**config.mk**
```make
export PLATFORM = sky130hd
export DESIGN_NAME = rsag_cfg
export DESIGN_NICKNAME = d
export VERILOG_FILES = /design/src/hdl/rsag_pkg.sv /design/src/hdl/rsag_cfg.sv
export SDC_FILE = /design/constraint.sdc
export NUM_CORES = 1
export LEC_CHECK = 0
export ABC_AREA = 1
export CAP_MARGIN = 20
export CORE_UTILIZATION = 35
export DETAILED_ROUTE_END_ITERATION = 10
export DONT_BUFFER_PORTS = 1
export SKIP_CTS_REPAIR_TIMING = 1
export SLEW_MARGIN = 20
export SYNTH_ARGS = -nofsm -noshare
export SYNTH_HDL_FRONTEND = slang
export SYNTH_SLANG_ARGS = --single-unit
```
**constraint.sdc**
```tcl
create_clock -name clk -period 5.51 [get_ports clk]
set_clock_uncertainty 0.05 [all_clocks]
set_input_delay 0.551 -clock clk [delete_from_list [all_inputs] [get_ports clk]]
set_output_delay 0.551 -clock clk [all_outputs]
set_load 0.02 [all_outputs]
```
**src/hdl/rsag_pkg.sv**
```systemverilog
// Shared constants, register indexes and control structs for the reverse-sequence address generator.
`timescale 1ns / 1ps

package rsag_pkg;

  localparam int MAX_RANK     = 6;
  localparam int BATCH_MAX    = 256;
  localparam int DIM_W        = 16;
  localparam int ADDR_W       = 32;

  localparam int NUM_DIM_REGS = 6;
  localparam int CFG_IDX_W    = 3;
  localparam int SEL_W        = 3;
  localparam int BIDX_W       = 8;
  localparam int SLEN_W       = 16;

  localparam logic [CFG_IDX_W-1:0] REG_SEQ_SEL   = 3'd6;
  localparam logic [CFG_IDX_W-1:0] REG_BATCH_SEL = 3'd7;

  localparam logic [SEL_W-1:0] SEQ_SEL_RST   = 3'd5;
  localparam logic [SEL_W-1:0] BATCH_SEL_RST = 3'd4;

  localparam logic OP_LOAD = 1'b0;
  localparam logic OP_STEP = 1'b1;

  typedef struct packed {
    logic clear;
    logic step;
  } rsag_cnt_ctl_t;

  typedef struct packed {
    logic             busy;
    logic [SEL_W-1:0] seq_sel;
    logic [SEL_W-1:0] batch_sel;
  } rsag_cfg_stat_t;

endpackage

```
**src/hdl/rsag_cfg.sv**
```systemverilog
// Configuration registers and serial shift-add stride sequencer.
`timescale 1ns / 1ps

module rsag_cfg #(
  parameter int MAX_RANK = rsag_pkg::MAX_RANK,
  parameter int DIM_W    = rsag_pkg::DIM_W,
  parameter int ADDR_W   = rsag_pkg::ADDR_W
) (
  input  logic                                clk,
  input  logic                                rst_n,
  input  logic                                cfg_we,
  input  logic [rsag_pkg::CFG_IDX_W-1:0]      cfg_index,
  input  logic [DIM_W-1:0]                    cfg_wdata,
  output logic [MAX_RANK-1:0][DIM_W-1:0]      dims,
  output rsag_pkg::rsag_cfg_stat_t            stat,
  output logic [ADDR_W-1:0]                   seq_stride
);

  localparam int AXW = $clog2(MAX_RANK);
  localparam int BW  = $clog2(DIM_W);

  logic [MAX_RANK-1:0][DIM_W-1:0] dim_r;
  logic [rsag_pkg::SEL_W-1:0]     seq_sel_r;
  logic [rsag_pkg::SEL_W-1:0]     batch_sel_r;

  logic [ADDR_W-1:0] stride_r [MAX_RANK];
  logic              busy_r;
  logic [AXW-1:0]    axis_r;
  logic [BW-1:0]     bit_r;
  logic [ADDR_W-1:0] prod_r;
  logic [ADDR_W-1:0] acc_r;
  logic [ADDR_W-1:0] acc_nxt;

  always_ff @(posedge clk) begin
    if (!rst_n) begin
      for (int i = 0; i < MAX_RANK; i++) begin
        dim_r[i] <= DIM_W'(1);
      end
      seq_sel_r   <= rsag_pkg::SEQ_SEL_RST;
      batch_sel_r <= rsag_pkg::BATCH_SEL_RST;
    end else if (cfg_we) begin
      for (int i = 0; i < MAX_RANK; i++) begin
        if (i < rsag_pkg::NUM_DIM_REGS && cfg_index == rsag_pkg::CFG_IDX_W'(i)) begin
          // a zero size counts as one
          dim_r[i] <= (cfg_wdata == '0) ? DIM_W'(1) : cfg_wdata;
        end
      end
      if (cfg_index == rsag_pkg::REG_SEQ_SEL) begin
        seq_sel_r <= cfg_wdata[rsag_pkg::SEL_W-1:0];
      end
      if (cfg_index == rsag_pkg::REG_BATCH_SEL) begin
        batch_sel_r <= cfg_wdata[rsag_pkg::SEL_W-1:0];
      end
    end
  end

  // one multiplier bit per cycle: running product times the size of the current axis
  always_comb begin
    acc_nxt = ((bit_r == '0) ? '0 : acc_r) +
              (dim_r[axis_r][bit_r] ? (prod_r << bit_r) : '0);
  end

  always_ff @(posedge clk) begin
    if (!rst_n) begin
      busy_r <= 1'b0;
      axis_r <= '0;
      bit_r  <= '0;
      prod_r <= ADDR_W'(1);
      acc_r  <= '0;
      for (int i = 0; i < MAX_RANK; i++) begin
        stride_r[i] <= ADDR_W'(1);
      end
    end else if (cfg_we) begin
      busy_r <= 1'b1;
      axis_r <= AXW'(MAX_RANK - 1);
      bit_r  <= '0;
      prod_r <= ADDR_W'(1);
    end else if (busy_r) begin
      acc_r <= acc_nxt;
      if (bit_r == '0) begin
        stride_r[axis_r] <= prod_r;
      end
      if (bit_r == BW'(DIM_W - 1)) begin
        prod_r <= acc_nxt;
        bit_r  <= '0;
        if (axis_r == '0) begin
          busy_r <= 1'b0;
        end else begin
          axis_r <= axis_r - 1'b1;
        end
      end else begin
        bit_r <= bit_r + 1'b1;
      end
    end
  end

  assign dims           = dim_r;
  assign stat.busy      = busy_r;
  assign stat.seq_sel   = seq_sel_r;
  assign stat.batch_sel = batch_sel_r;
  assign seq_stride     = (int'(seq_sel_r) < MAX_RANK) ? stride_r[seq_sel_r[AXW-1:0]] : '0;

endmodule

```
* After elaboration in Yosys (flattened, before gate mapping) *
Memories as Yosys holds them, arrays and structs flattened. A register that Yosys moved wholly into a read port is not among the register bits.
Cells that the tools add are included.

word-level totals
  flip-flop bits (word level) = 174
  RAM bits = 192
  input bits = 22
  memories = 1

memory list
  memory    depth  width  rd ports  clocked after Yosys merged registers in  write ports  RTL line        text
  stride_r  6      32     1         1                                        6            rsag_cfg.sv:26  logic [ADDR_W-1:0] stride_r [MAX_RANK];

cells by class
  $add $sub $neg = 3
  $lt $le $gt $ge = 3
  equality and inequality tests = 9
  shift-type cells = 1
  multiplexer cells = 28
  bitwise gates (word level) = 3
  reductions and logical operators = 20

operators by type and width
  cell                   number
  $mux W32               4
  $bmux W16 S3           1
  $add A32 B32 Y32       1
  $mux W16               2
  $reduce_or A32 Y1      1
  $shl A32 B4 Y32        1
  $mux W3                7
  $reduce_and A2 Y1      10
  $logic_not A16 Y1      1
  $eq A3 B3 Y1 const B   4
  $mux W1                12
  $eq A3 B2 Y1 const B   2
  $logic_not A3 Y1       2
  $reduce_and A3 Y1      2
  $lt A4 B5 Y1 const B   1
  $add A4 B1 Y4 const B  1
  $bmux W1 S4            1
  $eq A4 B4 Y1 const B   1
  $logic_not A4 Y1       1
  $lt A3 B4 Y1 const B   1
  $mux W4                1
  $reduce_bool A2 Y1     2
  $eq A3 B1 Y1 const B   1
  $lt A3 B3 Y1 const B   1
  4 further kinds        6

* Depth between registers and ports, before layout *
  depth in word-level cells = 8
  depth in mapped cells = 30
  mapped depth without buffers = 27

* Worst setup path after synthesis *
OpenSTA, ideal clock, no wires.

  path kind = register to register
  start = register bit_r[1]
  end = memory stride_r[5][0] (enable)
  library setup time = 0.511 ns
  arrival = 4.766 ns
  setup slack = 0.183 ns
  cell stages (with the launch flop) = 10
  cell sequence = dfxtp_1 -> buf_2 -> clkinv_1 -> buf_2 -> buf_1 -> ha_1 -> nand3_1 -> inv_2 -> nand2_1 -> o41ai_1

RTL lines
  what                      RTL line        text
  start: declaration        rsag_cfg.sv:29  logic [BW-1:0] bit_r;
  start signal: assignment  rsag_cfg.sv:92  bit_r <= bit_r + 1'b1;
  end: declaration          rsag_cfg.sv:26

* Worst setup path after layout *
  start = register axis_r[0]
  end = register acc_r[31]

between the ends
  word-level cells in the longest chain between the ends = 6

ends and longest elaborated chain
  what                            RTL line        text
  start: declaration              rsag_cfg.sv:28  logic [AXW-1:0] axis_r;
  start signal: assignment        rsag_cfg.sv:75  axis_r <= AXW'(MAX_RANK - 1);
  start signal: assignment        rsag_cfg.sv:89  axis_r <= axis_r - 1'b1;
  $bmux W16 S3                    rsag_cfg.sv:60  (dim_r[axis_r][bit_r] ? (prod_r << bit_r) : '0);
  $mux W16 (not written as such)  rsag_cfg.sv:60
  $bmux W1 S4                     rsag_cfg.sv:60
  $mux W1 (not written as such)   rsag_cfg.sv:60
  $mux W32                        rsag_cfg.sv:60
  $add A32 B32 Y32                rsag_cfg.sv:59  acc_nxt = ((bit_r == '0) ? '0 : acc_r) +
  end signal: assignment          rsag_cfg.sv:79  acc_r <= acc_nxt;
  end: declaration                rsag_cfg.sv:31  logic [ADDR_W-1:0] acc_r;

Every way passes these cells. The select of a mux whose other input is x is not followed.
A chain may end at the register's enable or synchronous reset.

==> metrics.cfg <==
[setup_path]
r2r-start=axis_r[0]
end_kind=register
critPathBufInv=6
worstSetupPathType=register to register
path_max_fanout=49
slowest_stage=inv_2
r2r_end=acc_r[31]
slowest_delay_ns=0.65
worst_r2r_path_depth=26
startpoint_type=register
cp-startpoint=axis_r[0]
cp-endpoint=acc_r[31]
required_ns=5.96
rrSetupSlack_ns=0.71
crit_path_frequent_cell=nand3_1
cp_top_family=simple AND/OR/NAND/NOR gates
cp.arrival_ns=5.25
worst-path-stages=26

[cells_and_area]
drive_above_1_share=0.0627
regArea_mm2=0.0112
fin_nets=2587
multi_input_area_mm2=0.00852
diodes=0
postLayoutCoreUtil=0.391
syn2layout_area_growth_pct=10.2
fill_cells=6038

[pwr]
leakage_nw=8.64
netSwitchingPower_mw=1.83
powerDensity_mw_per_mm2=309
intPower_mw=5.46
switching_share=0.251
clockPowerShare=0.438
finalPower_mw=7.29
combPwrFrac=0.069
irDropWorstVdd_mv=0.246
sequentialPowerShare=0.493

[global_routing]
grt_usage=0.207
grt_max_degree=126
grt_pass1_vias=17404
antenna_found_initial=0
overflow=0
grt_first_pass_wirelength_um=101000

[clock_tree]
clk_latency_ns=0.60
root_buffer=clkbuf_16
clk_pin_slew_worst_paths_ns=0.07
numCtsBuffers=47
htreeDepth=2
cts_buffer_depth=3
cts_sinks=433
cts_tree=done

[timing]
setup_viol=0
slew_headroom=0.382
finalHoldViolations=0
slew_violations=0
tightest_slew_ns=0.928
min_period_ns=4.80
rsz0062_at_grt=false
hold_ws_ns=0.0277
max_freq_mhz=208
finalCritPeriodShare=0.871
tns_ns=0

[yosys]
synth_nets=2658
ys_seq_area_frac=0.524
avgSynthCellArea_um2=8.24
synthCells=2600
yosys.cell_types.count=48
synth_ff_type=edfxtp_1
synth_area_mm2=0.0214
async_flop_share=0
synth_edf_count=256
yosysWarnings=0
synth-seq-cells=433

[route]
wl_per_cell_um=19.5
drt_iter0_markers=1672
vias_per_cell=5.38
final_antenna_net_count=0
drt_wl_total_um=65500
firstDrtPassIters=6
post-route-drc-count=0
vias=18002

[floorplanning]
die_h_um=249
core_mm2=0.0605
die-width_um=249
start_util=0.354
pin_count=157
rows=90
die-area_mm2=0.0622

[outcome]
status=complete, no violations

[min_path]
min_path_type=primary input to register

[place]
dp_hpwl_um=42500
port_buffers=0
gp_congestion=0.959

[job]
maxCapViolations=0

==> cells in the mapped netlist, types with 5 or more instances <==
cell type,number,area [µm²]
a21oi_1,165,826
nor4_1,6,37.5
edfxtp_1,256,7690
o211ai_1,22,165
clkbuf_1,110,413
nor3_2,6,60.1
nand3_1,123,616
nand2_1,321,1200
mux2i_1,26,260
or2_2,7,43.8
dfxtp_1,177,3540
o21ai_0,358,1790
xor2_1,16,140
o21bai_1,11,82.6
buf_2,40,200
a21o_1,5,37.5
nor3_1,11,55.1
buf_4,7,52.6
inv_2,10,37.5
ha_1,35,438
nor2_1,501,1880
a31oi_1,44,275
o22ai_1,46,288
inv_1,252,946
==> how the worst min path moves through the flow <==
stage	end	start	depth (start not counted)	slack, ns
6_report	batch_sel_r[2]	rst_n	1	0.03
3_5_place_dp	acc_r[0]	acc_r[0]	2	0.39
3_3_place_gp	acc_r[0]	acc_r[0]	2	0.39
2_1_floorplan	acc_r[0]	acc_r[0]	2	0.38
5_1_grt	batch_sel_r[2]	rst_n	1	0.03
4_1_cts	batch_sel_r[2]	rst_n	1	0.006
==> layout make-up <==
class                           count  area share
Clock buffer                       62      0.0565
Clock inverter                     25     0.00975
Inverter                          265      0.0421
Multi-Input combinational cell   1740       0.361
Sequential cell                   433       0.476
Tap cell                          782      0.0414
Timing Repair Buffer               42      0.0139
==> power groups by stage <==
stage          combinational [mW]  sequential [mW]  clock [mW]
3_5_place_dp                0.498             3.67           0
2_1_floorplan               0.375             3.64           0
6_report                    0.501             3.60        3.19
3_3_place_gp                0.490             3.66           0
4_1_cts                     0.499             3.60        3.25
5_1_grt                     0.551             3.60        3.37
==> registers in the layout, summed over array words and instances (netlist names), named ones only <==
name	cells
stride_r	256
batch_sel_r	3
seq_sel_r	3
busy_r	1
bit_r	4
dims	96
axis_r	3
prod_r	32
acc_r	32
==> routing by layer <==
layer  global-route usage  routed length (µm)  vias to the layer above
met3               0.0332                4500                      138
met4               0.0845                2440                        0
li1                     -                   -                     8621
met1                0.270               28100                     8569
met5                    0                   0                        -
met2                0.342               30400                      674
==> cell usage in the layout, fill, tap and decap left out, types with 16 or more instances in the layout <==
cell type,n
a21oi_1,165
a31oi_1,44
buf_4,41
clkbuf_16,49
dfxtp_1,173
edfxtp_1,256
ha_1,35
inv_1,251
mux2i_1,26
nand2_1,321
nand3_1,123
nor2_1,499
o211ai_1,22
o21ai_0,358
o22ai_1,46
xor2_1,16
==> kinds of logic (layout without fill, tap and decap cells) <==
kind of cell	count (synthesis)	count (layout)	share of synthesized area
mux	26	26	0.0121
simple gates	985	985	0.185
buf+inv	427	394	0.0791
compound gates	674	674	0.171
fa+ha+maj	36	36	0.0214
xor+xnor	19	19	0.00777
flops	433	433	0.524
==> per-stage QoR <==
stage	cell area (µm²)	cells	worst slack, ns
6_report	23600	3349	0.708
3_3_place_gp	22100	3262	0.913
4_1_cts	23600	3349	0.811
5_1_grt	23600	3349	0.329
2_1_floorplan	21400	2600	0.183
3_5_place_dp	22100	3262	0.834
==> worst reg2reg max path, delay by kind of cell, from the launching register on <==
kind	cells	cell delay [ns]
AND/OR/NAND/NOR	14	1.46
adder cells (fa/ha/maj)	1	0.36
flip-flops	1	0.33
buffers and inverters	6	1.19
AO/OA/AOI/OAI	5	1.31
No activity file was read; power rests on OpenSTA's default activity.
