--- config.mk ---
export PLATFORM = sky130hd
export DESIGN_NAME = rsag_cnt
export DESIGN_NICKNAME = d
export VERILOG_FILES = /design/src/hdl/rsag_pkg.sv /design/src/hdl/rsag_cnt.sv
export SDC_FILE = /design/constraint.sdc
export NUM_CORES = 1
export LEC_CHECK = 0
export ABC_AREA = 1
export BUFFER_PORTS_ARGS = -buffer_cell sky130_fd_sc_hd__buf_2
export CORE_MARGIN = 2
export CORE_UTILIZATION = 45
export CTS_CLUSTER_DIAMETER = 200
export DETAILED_ROUTE_END_ITERATION = 7
export PLACE_DENSITY_LB_ADDON = 0.15
export REMOVE_ABC_BUFFERS = 1
export SYNTH_ARGS = -nofsm -noshare
export SYNTH_HDL_FRONTEND = slang
export SYNTH_SLANG_ARGS = --single-unit
--- constraint.sdc ---
create_clock -name clk -period 3.1 [get_ports clk]
set_input_delay 0 -clock clk [delete_from_list [all_inputs] [get_ports clk]]
set_output_delay 0 -clock clk [all_outputs]
set_load 0.02 [all_outputs]
--- src/hdl/rsag_pkg.sv ---
// Shared constants, register indexes and control structs for the reverse-sequence address generator.
`timescale 1ns / 1ps

package rsag_pkg;

  localparam int MAX_RANK     = 6;
  localparam int BATCH_MAX    = 256;
  localparam int DIM_W        = 16;
  localparam int ADDR_W       = 32;

  localparam int NUM_DIM_REGS = 6;
  localparam int CFG_IDX_W    = 3;
  localparam int SEL_W        = 3;
  localparam int BIDX_W       = 8;
  localparam int SLEN_W       = 16;

  localparam logic [CFG_IDX_W-1:0] REG_SEQ_SEL   = 3'd6;
  localparam logic [CFG_IDX_W-1:0] REG_BATCH_SEL = 3'd7;

  localparam logic [SEL_W-1:0] SEQ_SEL_RST   = 3'd5;
  localparam logic [SEL_W-1:0] BATCH_SEL_RST = 3'd4;

  localparam logic OP_LOAD = 1'b0;
  localparam logic OP_STEP = 1'b1;

  typedef struct packed {
    logic clear;
    logic step;
  } rsag_cnt_ctl_t;

  typedef struct packed {
    logic             busy;
    logic [SEL_W-1:0] seq_sel;
    logic [SEL_W-1:0] batch_sel;
  } rsag_cfg_stat_t;

endpackage

--- src/hdl/rsag_cnt.sv ---
// Destination position counter: coordinate digits and linear index.
`timescale 1ns / 1ps

module rsag_cnt #(
  parameter int MAX_RANK = rsag_pkg::MAX_RANK,
  parameter int DIM_W    = rsag_pkg::DIM_W,
  parameter int ADDR_W   = rsag_pkg::ADDR_W
) (
  input  logic                           clk,
  input  logic                           rst_n,
  input  rsag_pkg::rsag_cnt_ctl_t        ctl,
  input  logic [MAX_RANK-1:0][DIM_W-1:0] dims,
  output logic [MAX_RANK-1:0][DIM_W-1:0] digits,
  output logic [ADDR_W-1:0]              linear,
  output logic                           all_wrap
);

  logic [MAX_RANK-1:0][DIM_W-1:0] digit_r;
  logic [MAX_RANK-1:0][DIM_W-1:0] digit_nxt;
  logic [ADDR_W-1:0]              lin_r;
  logic [MAX_RANK-1:0]            wrap;
  logic [MAX_RANK-1:0]            carry_in;

  always_comb begin
    for (int i = 0; i < MAX_RANK; i++) begin
      wrap[i] = ({1'b0, digit_r[i]} + (DIM_W + 1)'(1)) >= {1'b0, dims[i]};
    end
    carry_in[MAX_RANK-1] = 1'b1;
    for (int i = MAX_RANK - 2; i >= 0; i--) begin
      carry_in[i] = carry_in[i+1] & wrap[i+1];
    end
    for (int i = 0; i < MAX_RANK; i++) begin
      if (carry_in[i]) begin
        digit_nxt[i] = wrap[i] ? '0 : digit_r[i] + 1'b1;
      end else begin
        digit_nxt[i] = digit_r[i];
      end
    end
    all_wrap = carry_in[0] & wrap[0];
  end

  always_ff @(posedge clk) begin
    if (!rst_n || ctl.clear) begin
      digit_r <= '0;
      lin_r   <= '0;
    end else if (ctl.step) begin
      digit_r <= digit_nxt;
      lin_r   <= all_wrap ? '0 : lin_r + 1'b1;
    end
  end

  assign digits = digit_r;
  assign linear = lin_r;

endmodule

# --- Word-level counts from Yosys, hierarchy flattened ---
# Index checks and enable logic that the tools add are counted.
word_totals:
  regBits: 128
  inputBits: 100
  output_inout_bits: 129
  word_cells: 45
op_classes:
  addsub: 13
  order_cmp: 6
  mux: 7
  bitwise: 5
  n_reduce_logical: 7
op_table:
  columns: ["cell", "n"]
  rows:
  - ["16-bit by 1-bit adder with 17-bit output, second input constant", 6]
  - ["17-bit by 16-bit >= comparator with 1-bit output", 6]
  - ["16-bit by 1-bit adder with 16-bit output, second input constant", 6]
  - ["16-bit two-way mux", 6]
  - ["32-bit by 1-bit adder with 32-bit output, second input constant", 1]
  - ["32-bit two-way mux", 1]
  - ["2-bit AND reduction", 5]
  - ["1-bit bitwise AND", 5]
  - ["1-bit logical NOT", 1]
  - ["1-bit logical OR", 1]

# --- Logic depth before layout (Yosys ltp) ---
# Gate-level depths: netlist of the first run.
logic_depth:
  word_depth: 8
  mapped_depth: 26
  mapped_depth_nobuf: 26

# --- Least setup slack after synthesis of the first run ---
# OpenSTA, ideal clock, no wires.
synth_path:
  path_kind: "flip-flop to flip-flop"
  startpoint: "register digit_r (netlist bit digits[34])"
  endpoint: "register digit_r (netlist bit digits[23])"
  setup_time_ns: 0.116
  t_arrival_ns: 3.187
  required_time_ns: 2.984
  path_slack_ns: -0.203
  path_stages_with_launch: 20
  n_path_buf: 1
  synth_period_minus_slack_ns: 3.303
  path_cell_list: "dfxtp_1 -> nand3_1 -> nor3_2 -> inv_1 -> nor3_2 -> nand3_1 -> nor2_1 -> nand3_1 -> xor2_1 -> ha_1 -> nand2_1 -> nor2_1 -> nand2_1 -> nor4b_2 -> nor2_4 -> nor2_8 -> nand2_4 -> buf_6 -> o21ai_0 -> nor2_1"
synth_via:
  elab_chain_len: 4
synth_lines:
  columns: ["item", "line", "text"]
  rows:
  - ["from (decl)", "rsag_cnt.sv:18", "logic [MAX_RANK-1:0][DIM_W-1:0] digit_r;"]
  - ["from (signal assigned)", "rsag_cnt.sv:47", "digit_r <= digit_nxt;"]
  - ["16-bit by 1-bit adder with 17-bit output", "rsag_cnt.sv:26", "wrap[i] = ({1'b0, digit_r[i]} + (DIM_W + 1)'(1)) >= {1'b0, dims[i]};"]
  - ["17-bit by 16-bit >= comparator with 1-bit output", "rsag_cnt.sv:26", null]
  - ["1-bit bitwise AND", "rsag_cnt.sv:30", "carry_in[i] = carry_in[i+1] & wrap[i+1];"]
  - ["2-bit AND reduction (no line)", null, null]
# Every way passes these cells.
# A chain may end at the register's enable or synchronous reset.

# --- Final worst setup path of the first run ---
layout_path:
  startpoint: "register digit_r (netlist bit digits[49])"
  endpoint: "register lin_r[15] (netlist: linear[15])"
layout_via:
  elab_chain_len: 7
layout_lines:
  columns: ["item", "line", "text"]
  rows:
  - ["16-bit by 1-bit adder with 17-bit output", "rsag_cnt.sv:26", null]
  - ["17-bit by 16-bit >= comparator with 1-bit output", "rsag_cnt.sv:26", null]
  - ["1-bit bitwise AND (3 in a row)", "rsag_cnt.sv:30", null]
  - ["1-bit bitwise AND", "rsag_cnt.sv:39", "all_wrap = carry_in[0] & wrap[0];"]
  - ["32-bit two-way mux", "rsag_cnt.sv:48", "lin_r <= all_wrap ? '0 : lin_r + 1'b1;"]
  - ["to (signal assigned)", "rsag_cnt.sv:48", null]
  - ["to (decl)", "rsag_cnt.sv:20", "logic [ADDR_W-1:0] lin_r;"]
# Every way passes these cells.

==> results_dict.tcl, run 1 <==
set metrics [dict create \
    status "complete, but fails checks" \
    violations "negative setup slack" \
    core_sq_um 22500 \
    synthCells 1548 \
    fin_area_sq_um 15300 \
    rsz0062_at_grt "yes" \
    antenna_found_initial 0 \
    worst_slack_ps -272 \
    fill_cells 1925 \
    dieHeight_microns 155 \
    grt_pass1_wl_mm 48.8 \
    critPathKind "flip-flop to flip-flop" \
    synth_seq_cells 128 \
    final_hold_viol_count 0 \
    wl_mm 32.1 \
    port_buffers 228 \
    setup_tns_ps -15690 \
    holdWs_ps 130 \
    diodes 0 \
    root_buffer "clkbuf_16" \
    syn2layout_area_growth_pct 48.4 \
    final_cell_mix "290 x nand2_1, 265 x inv_1, 227 x buf_2, 175 x nor2_1, 156 x buf_4" \
    final_common_cell "nand2_1" \
    crit_fanout 6 \
    overflow 0 \
    peakVddDrop_mv 0.328 \
    hpwl_mm 22.8 \
    yosys_warnings 0 \
    fin_skew_ps 12.5 \
    endpoint_kind "flip-flop" \
    clk_latency_ps 420 \
    grt_max_degree 66 \
    ant_nets 0 \
    cp_slowest_cell "dfxtp_2" \
    clock-sinks 128 \
    first_pass_iters 5 \
    drive_above_1_share_pct 36.4 \
    final_nets 2160 \
    min_path_type "input port to flip-flop" \
    setup-violations-final 105 \
    clk_path_buf_depth 2 \
    cp.buffers_inverters 4 \
    period_share_pct 109 \
    path_cells "ha_4, nand3_4, nor3_4, nand3_2, nor2_4, nand2_2, xor2_1, inv_2, ha_4, nand2_4, o21bai_1, nand2_1, nand4_1, nand2_2, nor2_4, nand3_4, nand2_4, nor2_8, buf_6, nand4_4, clkbuf_16, nand2_1, inv_1" \
    clock.fmax_mhz 297 \
    fp.dieW_microns 155 \
    place_inst 2166 \
    met3_usage_pct 4.62 \
    drc_errors 0 \
    viasPerCell 5.06 \
    die-area_sq_um 24100 \
    wl_per_cell_microns 14.2 \
    place_congestion 0.869 \
    drt-initial-drc-count 624 \
    vias 11400 \
    syn_area_sq_um 10300 \
    top_usage_layer "met2" \
    cp.arrival_ps 3690 \
    tritoncts "yes" \
    finalPower_mw 4.15 \
    cts_buffers 17 \
    grt_pass1_vias 10500 \
    cp-start-kind "flip-flop" \
    rows 55 \
    syn_area_per_cell_sq_um 6.64 \
    relSlewSlack_pct 54.2 \
    max_stage_delay_ps 350 \
    ios 229 \
    placed_area_sq_um 12700 \
    required_ps 3420 \
    track_usage_pct 24.6 \
    start_util_pct 45.7 \
    grtUsageMet1_pct 30.7 \
    use_met2_pct 43.1 \
    synth.distinct_cells 48 \
    period_minus_slack_ps 3370 \
    power_density_nw_per_um2 272 \
    fin_cells 2255 \
    p_leak_nw 7.91 \
    synth_edf_count 0 \
    ys.flop_type "dfxtp_1" \
    cap_violations 0 \
    maxSlewViolCount 0 \
    cp_top_family "simple AND/OR/NAND/NOR gates" \
    worstMarginPinSlew_ps 687 \
    clk_pin_slew_ps 60 \
    yosysSeqAreaShare_pct 24.9 \
    async_flop_share_pct 0 \
    htree_levels 4 \
]
where the power goes:
group	switching, mW	leakage (nW)	total (mW)	internal (mW)
clock network	0.828	0.307	2.15	1.33
logic	0.201	6.56	0.343	0.142
registers	0.00673	1.04	1.65	1.65
total	1.04	7.91	4.15	3.12
cells by family (layout without fill, tap and decap cells):
logic type	after synthesis	after routing	share of synthesized area, %
simple gates	731	733	32.6
buf+inv	328	748	12.6
compound gates	163	163	9.25
flops	128	128	24.9
fa+ha+maj	103	103	12.5
xor+xnor	95	95	8.09
metal layers:
| layer | vias up | wire (microns) |
|---|---|---|
| li1 | 5783 | - |
| met1 | 5330 | 14400 |
| met2 | 252 | 15800 |
| met3 | 41 | 1320 |
| met4 | 0 | 563 |
| met5 | - | 0 |
per-stage QoR:
stage | setup slack (ps) | util (%)
detailed placement | -229 | 56.5
global placement | -186 | 56.5
floorplan | -404 | -
global route | -473 | 67.8
finish | -272 | 67.8
CTS | -286 | 62.6
final cells by class:
class | count | area [sq um] | share of cell area, %
clock buffer | 19 | 453 | 2.97
clock inverter | 13 | 175 | 1.15
inverter | 290 | 1120 | 7.35
multi-input combinational | 1094 | 7590 | 49.7
sequential | 128 | 2590 | 17.0
tap | 285 | 357 | 2.34
timing repair buffer | 424 | 2960 | 19.4
timing repair inverter | 2 | 12.5 | 0.0820
synthesized netlist by cell type (18+ instances only):
cell,count,area share (%)
o21ai_0,22,1.1
clkbuf_1,19,0.69
nand2_1,316,12
nor3_1,29,1.4
dfxtp_1,128,25
xor2_1,77,6.6
nor2_1,200,7.3
inv_1,282,10
ha_1,103,13
a22oi_1,22,1.6
nand3_1,57,2.8
nand4_1,69,4.2
xnor2_1,18,1.5
a21oi_1,88,4.3
worst min-delay path, cell delays in order:
cell     delay (ps)
buf_2            80
nor2_2           50
buf_4           240
nand2_1         110
nor2_1           30
worst paths after layout:
kind | from | to | slack, ps | cells past startpoint
min reg2reg | digits[88] | digits[88] | 510 | 2
max reg2reg | digits[49] | linear[15] | -270 | 23
min | ctl[1] | digits[1] | 130 | 5
max | digits[49] | linear[15] | -270 | 23
registers in the layout, summed over array words and instances, names as in the netlist:
name / cells
linear: 32
digits: 96
what timing repair did:
action / in CTS / in global routing
setup endpoints to repair: 118 / 129
cloned: 6 / 6
buffers inserted: 21 / 30
hold buffers: 0 / 0
pin swaps: 36 / 96
gates resized for setup: 113 / 199
No activity file was read; power rests on OpenSTA's default activity.
==> inputs of run 2 (changes only) <==
Settings changed: ABC_AREA 1 to unset, CAP_MARGIN set to 25.
==> results_dict.tcl, run 2 <==
set metrics [dict create \
    status "complete, but fails checks" \
    violations "negative setup slack" \
    cp.arrival_ps 4010 \
    pwr-share-comb_pct 7.5 \
    viasPerCell 5.52 \
    utilization_pct 76.3 \
    clk_path_buf_depth 2 \
    die-area_sq_um 22700 \
    synthCells 1211 \
    dieHeight_microns 151 \
    track_usage_pct 29.0 \
    required_ps 3440 \
    vias 11400 \
    cap_violations 0 \
    start_util_pct 45.9 \
    synth_top_cell_area_share_pct 26.5 \
    clkPwrFrac_pct 52.1 \
    worstMarginPinSlew_ps 832 \
    p_sw_mw 1.06 \
    clock.fmax_mhz 273 \
    syn2layout_area_growth_pct 66.2 \
    multiInputGateArea_sq_um 7740 \
    clock-sinks 128 \
    fin_skew_ps 15.4 \
    synth_edf_count 0 \
    htree_levels 4 \
    rsz0062_at_grt "yes" \
    place_congestion 0.888 \
    synth.area.top_cells "dfxtp_1 26%, ha_1 13%, xor2_1 5.8%, xnor2_1 5.1%, a21oi_1 4.4%" \
    drt-initial-drc-count 579 \
    p_int_mw 3.01 \
    synth.distinct_cells 81 \
    port_buffers 228 \
    ys.flop_type "dfxtp_1" \
    final_nets 1976 \
    rr_worst_depth 19 \
    yosysSeqAreaShare_pct 26.5 \
    p_leak_nw 7.82 \
    drc_errors 0 \
    hpwl_mm 22.3 \
    fin_area_sq_um 16100 \
    finalPower_mw 4.08 \
    netlist_top_cells_count "128 x dfxtp_1, 110 x nand2_1, 104 x inv_1" \
    yosysTopAreaCell "dfxtp_1" \
    drive_above_1_share_pct 49.0 \
    overflow 0 \
    peakVddDrop_mv 0.304 \
    wl_mm 35.9 \
    endpoint_kind "flip-flop" \
    final_common_cell "buf_4" \
    power_density_nw_per_um2 253 \
    crit_fanout 4 \
    rrSetupSlack_ps -570 \
    core_sq_um 21100 \
    fin_cells 2064 \
    seqPwrFrac_pct 40.4 \
    worst_slack_ps -569 \
    place_inst 1903 \
    synth_most_common_cell "dfxtp_1" \
    min_path_type "input port to flip-flop" \
    period_share_pct 118 \
    ios 229 \
    root_buffer "clkbuf_16" \
    relSlewSlack_pct 44.4 \
    grt_pass1_wl_mm 53.0 \
    setup-violations-final 129 \
    tritoncts "yes" \
    final_hold_viol_count 0 \
    grt_max_degree 88 \
    critPathKind "flip-flop to flip-flop" \
    ant_nets 0 \
    yosys_warnings 0 \
    switching_share_pct 26.1 \
    register_area_sq_um 2600 \
    synth_seq_cells 128 \
    period_minus_slack_ps 3670 \
    final_cell_mix "290 x buf_4, 227 x buf_2, 109 x dfxtp_1, 104 x inv_1, 98 x nand2_1" \
    clk_latency_ps 440 \
    worstHoldPathCells 3 \
    antenna_found_initial 3 \
    largest_reg_flops 96 \
    maxSlewViolCount 0 \
    cp-start-kind "flip-flop" \
    cts_buffers 17 \
    fp.dieW_microns 151 \
    holdBufCountCts 0 \
    first_pass_iters 5 \
    wl_per_cell_microns 17.4 \
    fill_cells 1451 \
    rows 53 \
    syn_area_per_cell_sq_um 7.99 \
    clk_pin_slew_ps 60 \
    placed_area_sq_um 12800 \
    grt_pass1_vias 11000 \
    syn_area_sq_um 9680 \
    async_flop_share_pct 0 \
]
-- run 2: worst paths after layout --
check	from	endpoint
max	digits[80]	digits[66]
min	ctl[0]	linear[1]
max reg2reg	digits[80]	digits[66]
min reg2reg	digits[33]	digits[33]
-- run 2: metal layers --
layer  track usage, %  vias to the layer above  share of wire, %
met5                0                        -                 0
met4             10.2                        0               2.5
met3             6.06                       76               6.4
met2             50.8                      406                50
met1             35.0                     5458                41
li1                 -                     5457                 -
-- run 2: cell families (layout without fill, tap and decap cells) --
logic type	count (synthesis)	count (layout)	synth area share, %
adder cells (fa/ha/maj)	103	103	13.3
multiplexers	6	6	0.620
other	0	3	0
flip-flops	128	128	26.5
AO/OA/AOI/OAI	234	234	16.5
XOR/XNOR	120	120	10.9
buffers and inverters	159	730	6.80
AND/OR/NAND/NOR	461	465	25.5
-- run 2: layout make-up --
cell class | instances | share of cell area [%]
Clock inverter | 14 | 1.05
Timing Repair Buffer | 594 | 27.3
Sequential cell | 128 | 16.1
Clock buffer | 18 | 2.73
Tap cell | 275 | 2.14
Antenna cell | 3 | 0.0467
Inverter | 104 | 2.43
Multi-Input combinational cell | 928 | 48.1
-- run 2: timing repair --
item,4_1_cts,5_1_grt
hold endpoints to repair,0,0
pin swaps,144,108
gates cloned,10,1
setup buffers,89,37
endpoints found under the setup margin,127,129
resized for setup,228,159
-- run 2: metrics by stage --
| stage | TNS (ps) | setup slack [ps] | hold slack (ps) |
|---|---|---|---|
| after floorplan | -126380 | -1950 | 148 |
| after global placement | -43480 | -543 | 452 |
| after detailed placement | -45370 | -539 | 454 |
| after CTS | -27170 | -360 | 29.6 |
| after global routing | -66140 | -731 | 75.5 |
| final | -47400 | -569 | 43.6 |
-- run 2: worst max-delay path, stage by stage, from the launching register on --
cell,delay [ps]
dfxtp_4,360
and3_4,180
and3_4,190
and3_4,200
and3_4,240
nand3_4,90
xnor2_2,150
ha_1,330
nand3_4,110
nor4_4,280
o31ai_4,150
buf_4,160
o211a_4,150
buf_6,120
buf_6,110
nor3_4,200
buf_4,170
buf_16,110
nand3b_1,80
a21oi_1,200
-- run 2: power by group through the flow --
stage / clock [mW] / sequential [mW] / combinational, mW
4_1_cts: 2.13 / 1.65 / 0.279
3_3_place_gp: 0 / 1.68 / 0.237
6_report: 2.12 / 1.65 / 0.307
3_5_place_dp: 0 / 1.68 / 0.244
2_1_floorplan: 0 / 1.69 / 0.115
5_1_grt: 2.20 / 1.64 / 0.337
